==> src/hdl/vnf_pkg.sv <==
// ============================================================================
// vnf_pkg: shared constants, types and helpers of the value-noise tile classifier
// Widths, hash and fade constants, pipeline stage numbering, register map and
// the configuration bundle that travels from the register block to the core.
// ============================================================================
package vnf_pkg;

   // Noise and grid dimensions.
   localparam int OCTAVES     = 5;
   localparam int GRID_WIDTH  = 256;
   localparam int GRID_HEIGHT = 256;

   // Item fields.
   localparam int COORD_W = 8;
   localparam int CLASS_W = 2;

   // Register fields.
   localparam int SEED_W  = 32;
   localparam int SCALE_W = 16;
   localparam int LIMIT_W = 17;

   // Q.16 positions: coordinate times scale, then shifted left per octave.
   localparam int FRAC_W = 16;
   localparam int POS_W  = COORD_W + SCALE_W;
   localparam int LPOS_W = POS_W + OCTAVES - 1;

   // Corner values and blends lie in [-1, 1] in Q.16.
   localparam int VALUE_W = FRAC_W + 2;
   localparam int FADE_W  = FRAC_W + 2;
   localparam int SUM_W   = VALUE_W + OCTAVES;
   localparam int CMP_W   = LIMIT_W + 2 + OCTAVES;

   localparam int ONE_Q16  = 65536;
   localparam int FADE_A_K = 15 * ONE_Q16;
   localparam int FADE_B_K = 10 * ONE_Q16;

   // Lattice hash.
   localparam logic [31:0] HASH_MUL_Y = 32'd57;
   localparam logic [31:0] HASH_MUL_S = 32'd131;
   localparam int          HASH_SHIFT = 13;
   localparam logic [31:0] HASH_SQ    = 32'd15731;
   localparam logic [31:0] HASH_LIN   = 32'd789221;
   localparam logic [31:0] HASH_OFS   = 32'd1376312589;
   localparam int          SEED_STEP  = 997;

   // Pipeline stages, in the order an item visits them.
   localparam int ST_POS     = 0;
   localparam int ST_HASH    = 1;
   localparam int ST_SQUARE  = 2;
   localparam int ST_POLY    = 3;
   localparam int ST_CORNER  = 4;
   localparam int ST_XLERP   = 5;
   localparam int ST_YLERP   = 6;
   localparam int ST_OCTAVE  = 7;
   localparam int ST_SUM     = 8;
   localparam int ST_CLASS   = 9;
   localparam int NUM_STAGES = 10;

   typedef logic [NUM_STAGES-1:0] stage_en_type;

   // Register map.
   localparam int NUM_REGS   = 4;
   localparam int CSR_ADDR_W = $clog2(NUM_REGS) + 2;
   localparam int CSR_DATA_W = 32;

   typedef enum logic [CSR_ADDR_W-3:0] {
      REG_SEED       = 2'd0,
      REG_SCALE      = 2'd1,
      REG_DIRT_LIMIT = 2'd2,
      REG_TREE_LIMIT = 2'd3
   } reg_index_type;

   localparam logic [SEED_W-1:0]  SEED_RST       = 32'd0;
   localparam logic [SCALE_W-1:0] SCALE_RST      = 16'd3932;
   localparam logic [LIMIT_W-1:0] DIRT_LIMIT_RST = 17'd47186;
   localparam logic [LIMIT_W-1:0] TREE_LIMIT_RST = 17'd57672;

   typedef enum logic [CLASS_W-1:0] {
      CLASS_DIRT = 2'd0,
      CLASS_TREE = 2'd1,
      CLASS_ROCK = 2'd2
   } tile_class_type;

   typedef struct packed {
      logic [SEED_W-1:0]         seed;
      logic [SCALE_W-1:0]        scale;
      logic signed [CMP_W-1:0]   dirt_thr;
      logic signed [CMP_W-1:0]   tree_thr;
   } cfg_type;

   // Maps a Q1.16 limit into octave-sum units: (2^OCTAVES - 1) * (2L - 1.0).
   function automatic logic signed [CMP_W-1:0] limit_to_thr(input logic [LIMIT_W-1:0] limit);
      logic signed [CMP_W-1:0] base;
      base = signed'(CMP_W'({limit, 1'b0})) - signed'(CMP_W'(ONE_Q16));
      return (base <<< OCTAVES) - base;
   endfunction

endpackage

==> src/hdl/vnf_csr.sv <==
// ============================================================================
// vnf_csr: configuration registers
// APB-style register block for seed, scale and the two class limits; the
// limits are kept in sum units as well.
// ============================================================================
module vnf_csr (
   input  logic                             clock,
   input  logic                             reset,
   input  logic                             psel,
   input  logic                             penable,
   input  logic                             pwrite,
   input  logic [vnf_pkg::CSR_ADDR_W-1:0]   paddr,
   input  logic [vnf_pkg::CSR_DATA_W-1:0]   pwdata,
   output logic [vnf_pkg::CSR_DATA_W-1:0]   prdata,
   output logic                             pready,
   output vnf_pkg::cfg_type                 cfg
);

   logic [vnf_pkg::SEED_W-1:0]  seed_ff;
   logic [vnf_pkg::SCALE_W-1:0] scale_ff;
   logic [vnf_pkg::LIMIT_W-1:0] dirt_limit_ff;
   logic [vnf_pkg::LIMIT_W-1:0] tree_limit_ff;
   logic signed [vnf_pkg::CMP_W-1:0] dirt_thr_ff;
   logic signed [vnf_pkg::CMP_W-1:0] tree_thr_ff;
   logic                  wr_en;
   vnf_pkg::reg_index_type idx;

   assign pready = 1'b1;
   assign wr_en  = psel && penable && pwrite;
   assign idx    = vnf_pkg::reg_index_type'(paddr[vnf_pkg::CSR_ADDR_W-1:2]);

   always_ff @(posedge clock) begin
      if (reset) begin
         seed_ff       <= vnf_pkg::SEED_RST;
         scale_ff      <= vnf_pkg::SCALE_RST;
         dirt_limit_ff <= vnf_pkg::DIRT_LIMIT_RST;
         tree_limit_ff <= vnf_pkg::TREE_LIMIT_RST;
         dirt_thr_ff   <= vnf_pkg::limit_to_thr(vnf_pkg::DIRT_LIMIT_RST);
         tree_thr_ff   <= vnf_pkg::limit_to_thr(vnf_pkg::TREE_LIMIT_RST);
      end else begin
         dirt_thr_ff <= vnf_pkg::limit_to_thr(dirt_limit_ff);
         tree_thr_ff <= vnf_pkg::limit_to_thr(tree_limit_ff);
         if (wr_en) begin
            unique case (idx)
               vnf_pkg::REG_SEED:       seed_ff       <= pwdata[vnf_pkg::SEED_W-1:0];
               vnf_pkg::REG_SCALE:      scale_ff      <= pwdata[vnf_pkg::SCALE_W-1:0];
               vnf_pkg::REG_DIRT_LIMIT: dirt_limit_ff <= pwdata[vnf_pkg::LIMIT_W-1:0];
               vnf_pkg::REG_TREE_LIMIT: tree_limit_ff <= pwdata[vnf_pkg::LIMIT_W-1:0];
               default: ;
            endcase
         end
      end
   end

   always_comb begin
      unique case (idx)
         vnf_pkg::REG_SEED:       prdata = vnf_pkg::CSR_DATA_W'(seed_ff);
         vnf_pkg::REG_SCALE:      prdata = vnf_pkg::CSR_DATA_W'(scale_ff);
         vnf_pkg::REG_DIRT_LIMIT: prdata = vnf_pkg::CSR_DATA_W'(dirt_limit_ff);
         vnf_pkg::REG_TREE_LIMIT: prdata = vnf_pkg::CSR_DATA_W'(tree_limit_ff);
         default:                 prdata = '0;
      endcase
   end

   assign cfg.seed     = seed_ff;
   assign cfg.scale    = scale_ff;
   assign cfg.dirt_thr = dirt_thr_ff;
   assign cfg.tree_thr = tree_thr_ff;

endmodule

==> config.mk <==
export PLATFORM = sky130hd
export DESIGN_NAME = vnf_csr
export DESIGN_NICKNAME = d
export VERILOG_FILES = /design/src/hdl/vnf_pkg.sv /design/src/hdl/vnf_csr.sv
export SDC_FILE = /design/constraint.sdc
export NUM_CORES = 1
export LEC_CHECK = 0
export BUFFER_PORTS_ARGS = -buffer_cell sky130_fd_sc_hd__buf_2
export CORE_MARGIN = 2
export CORE_UTILIZATION = 55
export CTS_BUF_LIST = sky130_fd_sc_hd__clkbuf_8 sky130_fd_sc_hd__clkbuf_16
export CTS_CLUSTER_DIAMETER = 150
export DETAILED_ROUTE_END_ITERATION = 10
export GPL_ROUTABILITY_DRIVEN = 1
export GPL_TIMING_DRIVEN = 0
export PLACE_DENSITY_LB_ADDON = 0.2
export SETUP_SLACK_MARGIN = 0.02
export SLEW_MARGIN = 20
export SYNTH_ARGS = -nofsm -noshare
export SYNTH_HDL_FRONTEND = slang
export SYNTH_SLANG_ARGS = --single-unit
==> constraint.sdc <==
create_clock -name clock -period 3.4 [get_ports clock]
set_input_delay 0.17 -clock clock [delete_from_list [all_inputs] [get_ports clock]]
set_output_delay 0.17 -clock clock [all_outputs]
set_load 0.01 [all_outputs]
==> flow_summary.toml, run 1 <==
[run_status]
status = "finished, final reports clean"

[drt]
drt-total-wl_mm = 19.26
drc = 0
drtPass1Iterations = 5
postRouteAntennaNets = 0
vias = 6456
drtIter0Drc = 484
wl_per_cell_um = 16.81
avgViaCountPerCell = 5.634

[finish]
antenna_cells = 0
area.growth.synth_to_final_pct = 25.84
drive_above_1_share = 0.2283
final_nets = 1071
stdcell_area_um2 = 8293
post-route-util = 0.7171

[min_path]
hold_path_class = "input pin to register"
hold_end = "tree_limit_ff[16]$_SDFFE_PP0P_"
hold_path.startpoint = "pwdata[16]"
hold_path_depth = 3

[clock_network]
root_buffer = "clkbuf_16"
cts-buffers-inserted = 17
clock-sinks = 128
clkLatencyLatePin_ps = 420
cts.repair.resized = 0
cts_tree = "done"
clk_pin_slew_ps = 50
cts_buffer_depth = 2
htreeDepth = 4

[sta]
worst_slew_pin_slew_ps = 910.6
relSlewSlack = 0.3850
rsz0062_at_grt = "false"
setup_viol = 0
period_needed_ps = 2626
fin_skew_ps = 7.027
hold_viol = 0
finalCritPeriodShare = 0.7724
finalSetupTns_ps = 0
max_freq_mhz = 380.8
finalMaxSlewViolations = 0

[place]
dp_hpwl_mm = 13.84
routabilityCongestion = 0.9456
post_dp_cell_area_um2 = 7594
io_buffers = 164

[synthesis]
avgSynthCellArea_um2 = 8.310
ys.flop_type = "dfxtp_1"
ys_types = 58
yosysWarnings = 0
synth_most_common_cell = "nand2_1"
synthTopCellsByCount = "nand2_1 (183), dfxtp_1 (128), a21oi_1 (89), ha_1 (38), nor2_1 (37)"
ys_seq_elements = 128
yosys-top-cells-area = "dfxtp_1 (39%), nand2_1 (10%), ha_1 (7.2%)"
synthCells = 793
synth.largest_area_cell = "dfxtp_1"
synth_edf_count = 0
synth-async-reset-ratio = 0
synth_top_area_frac = 0.3888
syn-cell-area_um2 = 6590
yosysSeqAreaShare = 0.3888

[die]
io_pins = 170
die-width_um = 113.5
initial_core_util = 0.5698
core_um2 = 11560
fp-row-count = 39
die-area_um2 = 12870
fp.dieH_um = 113.5

[worst_setup_path]
start_kind = "register"
cp-end-kind = "register"
reg2reg_slack_ps = 770
r2r_cells = 9
worstPathRequired_ps = 3700
critical_path_class = "register to register"
crit_fanout = 7
rr_endpoint = "tree_thr_ff[22]$_SDFF_PP0_"
r2r-start = "tree_limit_ff[12]$_SDFFE_PP0P_"
worstPathArrival_ps = 2920

[global_route]
grt_pass1_wl_mm = 30.00
antenna_found_initial = 0
grt_pass1_vias = 5869
overflow = 0
grt_max_degree = 17
track_usage = 0.2997

[flow_run]
max_cap_viol_count = 0

[power_and_ir_drop]
power_density_nw_per_um2 = 435.1
power.leakage_uw = 0.003655
ir_drop_mv = 0.3080
[per-stage QoR]
stage          hold WS [ps]  instances  setup slack, ps  total power, µW
2_1_floorplan         294.0        794             1161             1799
3_3_place_gp          409.7       1101            876.9             1929
3_5_place_dp          416.3       1101            896.9             1930
4_1_cts               7.334       1146            850.8             3608
5_1_grt               25.20       1146            653.3             3713
6_report              13.19       1146            773.8             3608
[power by group]
part	total (µW)	internal [µW]	switching, µW
clock	1690	1060	629
sequential	1560	1540	21.4
combinational	364	152	211
[worst max-delay path: stages (launching register included)]
cell and delay [ps]:
dfxtp_1 450, inv_1 70, ha_1 260, clkbuf_1 190, a211oi_1 270, nor2_1 90, o41ai_1 740, o21a_1 200
a21oi_1 90, mux2i_1 150
[how the worst max path moves through the flow]
stage,startpoint,endpoint
floorplan,dirt_limit_ff[15]$_SDFFE_PP1P_,dirt_thr_ff[22]$_SDFF_PP0_
global placement,tree_limit_ff[12]$_SDFFE_PP0P_,tree_thr_ff[20]$_SDFF_PP1_
detailed placement,tree_limit_ff[12]$_SDFFE_PP0P_,tree_thr_ff[22]$_SDFF_PP0_
CTS,tree_limit_ff[12]$_SDFFE_PP0P_,tree_thr_ff[22]$_SDFF_PP0_
global route,tree_limit_ff[12]$_SDFFE_PP0P_,tree_thr_ff[22]$_SDFF_PP0_
finish,tree_limit_ff[12]$_SDFFE_PP0P_,tree_thr_ff[22]$_SDFF_PP0_
[placed cells by master, fill, tap and decap left out, types with 17 or more instances in the layout]
master	Yosys	final
nand2_1	183	183
buf_2	0	164
dfxtp_1	128	128
a21oi_1	89	89
ha_1	38	38
inv_1	34	37
nor2_1	37	37
clkbuf_1	36	36
nand2b_1	19	19
and2_1	17	17
o21ai_0	17	17
clkbuf_16	0	17
[area by class of cell]
class / count / area [µm²]
clock inverter: 9 / 68.82
buffer: 45 / 180.2
fill: 916 / 3272
clock buffer: 21 / 480.5
tap: 143 / 178.9
inverter: 35 / 131.4
timing repair buffer: 179 / 970.9
sequential: 128 / 2562
multi-input combinational: 586 / 3720
[sequential cells by signal, summed over array words and instances, names as in the netlist]
name and flops:
tree_thr_ff 23, dirt_limit_ff 17, seed_ff 32, tree_limit_ff 17
dirt_thr_ff 23, scale_ff 16
[logic make-up after synthesis]
kind of cell | share of synthesized area
multiplexers | 0.06816
other | 0.001140
AO/OA/AOI/OAI | 0.1576
adder cells (fa/ha/maj) | 0.07215
buffers and inverters | 0.04727
flip-flops | 0.3888
AND/OR/NAND/NOR | 0.2343
XOR/XNOR | 0.03057
[routing by layer]
layer / part of all wire / GRT usage / routed length, µm
met1: 0.43 / 0.3986 / 8195
met2: 0.47 / 0.4914 / 9087
met3: 0.080 / 0.06536 / 1545
met4: 0.023 / 0.09268 / 436
met5: 0 / 0 / 0
[repair_timing]
item	4_1_cts	5_1_grt
hold buffers	15	0
buffers inserted	0	0
setup endpoints to repair	0	0
endpoints found under the hold margin	15	0
Note: power is estimated with default switching activity, not from simulation.
==> inputs of run 2 (changes only) <==
- CORE_UTILIZATION: 55 -> 53
- clock period: 3.4 -> 2.62 ns (I/O delays scaled with it)
==> flow_summary.toml, run 2 (synthesis gave the netlist of run 1 again) <==
[finish]
final_cell_mix = "nand2_1 (183), buf_2 (164), dfxtp_1 (127), a21oi_1 (89), ha_1 (38)"
antenna_cells = 0
top_register = "seed_ff"
largest_register_ffs = 32
drive_above_1_share = 0.2301
final_common_cell = "nand2_1"
area.growth.synth_to_final_pct = 29.16
n_fill_cell = 956
reg_top3 = "seed_ff (32), dirt_thr_ff (23), tree_thr_ff (23)"
final_nets = 1083

[worst_setup_path]
critical_path_class = "register to register"
cp-end-kind = "register"
r2r-start = "dirt_limit_ff[16]$_SDFFE_PP0P_"
rr_endpoint = "dirt_thr_ff[22]$_SDFF_PP0_"
crit_fanout = 6
worstSetupEndpoint = "dirt_thr_ff[22]$_SDFF_PP0_"
reg2reg_slack_ps = 70
start_kind = "register"
crit_start = "dirt_limit_ff[16]$_SDFFE_PP0P_"
worstPathArrival_ps = 2910
worstPathRequired_ps = 2980
r2r_cells = 8

[drt]
drt-total-wl_mm = 19.53
wl_per_cell_um = 16.48
vias = 6476
postRouteAntennaNets = 0
drtPass1Iterations = 5
drtIter0Drc = 490
drc = 0
avgViaCountPerCell = 5.465

[sta]
period_needed_ps = 2545
finalMaxSlewViolations = 0
rsz0062_at_grt = "false"
finalSetupTns_ps = 0
relSlewSlack = 0.3622
hold_ws_ps = 10.33
hold_viol = 0
setup_viol = 0
max_freq_mhz = 392.9
finalCritPeriodShare = 0.9715
worst_slew_pin_slew_ps = 956.7
fin_skew_ps = 6.197

[place]
dp_hpwl_mm = 13.98
io_buffers = 164
routabilityCongestion = 0.9004

[global_route]
grt_use_met3 = 0.06119
met1_usage = 0.3898
use_met2 = 0.4760
antenna_found_initial = 0
grt_pass1_vias = 6080
grt_most_used_layer = "met2"
overflow = 0
grt_pass1_wl_mm = 30.71
grt_max_degree = 17
track_usage = 0.2989

[min_path]
hold_path.startpoint = "pwdata[12]"
hold_path_class = "input pin to register"

[clock_network]
clock-sinks = 128
clk_pin_slew_ps = 60
htreeDepth = 4
cts_buffer_depth = 2
cts_setup_buffers = 0
cts-buffers-inserted = 17
root_buffer = "clkbuf_16"
clkLatencyLatePin_ps = 420
cts_tree = "done"

[die]
io_pins = 170
fp.dieH_um = 115.5
die-area_um2 = 13340
die-width_um = 115.5
fp-row-count = 40
initial_core_util = 0.5464
core_um2 = 12060

[run_status]
status = "finished, final reports clean"

[power_and_ir_drop]
power.leakage_uw = 0.003726
power_density_nw_per_um2 = 578.9
p_total_uw = 4928
ir_drop_mv = 0.3971

[flow_run]
max_cap_viol_count = 0
## run 2: cell types whose count changed in the layout (fill, tap and decap cells not counted)
cell,change
o41ai_1,-1
dfxtp_1,-1
clkinv_4,+1
inv_1,-1
bufinv_16,+2
dfxtp_2,+1
o41ai_2,+1
clkinvlp_4,+1
dlygate4sd3_1,+12
clkbuf_8,-1
## run 2: report_power, final
group	switching [µW]	internal, µW	total (µW)
combinational	278	210	488
sequential	28.1	1990	2020
clock	863	1560	2420
total	1170	3760	4930
## run 2: cell type report
class,instances,area [µm²],area share
sequential,128,2564,0.3012
clock inverter,12,141.4,0.01661
multi-input combinational,586,3727,0.4379
timing repair buffer,191,1091,0.1282
clock buffer,20,466.7,0.05483
inverter,35,131.4,0.01543
buffer,45,180.2,0.02117
tap,168,210.2,0.02470
## run 2: worst max-delay path, cell delays in order (launching register included)
cell and delay (ps):
dfxtp_1 410, inv_1 100, ha_1 290, ha_1 360, and3_1 230, a221oi_1 340
o21ai_1 210, or4_1 460, nand3_1 100
## run 2: what timing repair did
item	CTS	global route
setup endpoints to repair	0	4
gates resized for setup	0	2
hold endpoints to repair	56	0
hold buffers	27	0
## run 2: per-stage QoR
stage,cell area (µm²),setup slack (ps),util,cells
3_5_place_dp,7625,62.95,0.6322,1126
5_1_grt,8512,39.72,0.7057,1185
3_3_place_gp,7625,103.6,0.6322,1126
4_1_cts,8503,56.74,0.7050,1185
2_1_floorplan,6594,380.8,-,794
6_report,8512,74.70,0.7057,1185
## run 2: worst min-delay path by stage
stage          depth (start not counted)  slack, ps                             end
3_3_place_gp                           3        370        seed_ff[21]$_SDFFE_PP0P_
4_1_cts                                3        0.6       scale_ff[14]$_SDFFE_PP0P_
2_1_floorplan                          2        250   dirt_limit_ff[4]$_SDFFE_PP1P_
5_1_grt                                3          5  dirt_limit_ff[14]$_SDFFE_PP0P_
3_5_place_dp                           3        380        seed_ff[28]$_SDFFE_PP0P_
6_report                               3         10        seed_ff[12]$_SDFFE_PP0P_
## run 2: routing by layer
metal	vias up	part of all wire
li1	3145	-
met5	-	0
met3	44	0.075
met2	284	0.47
met1	3003	0.43
met4	0	0.031
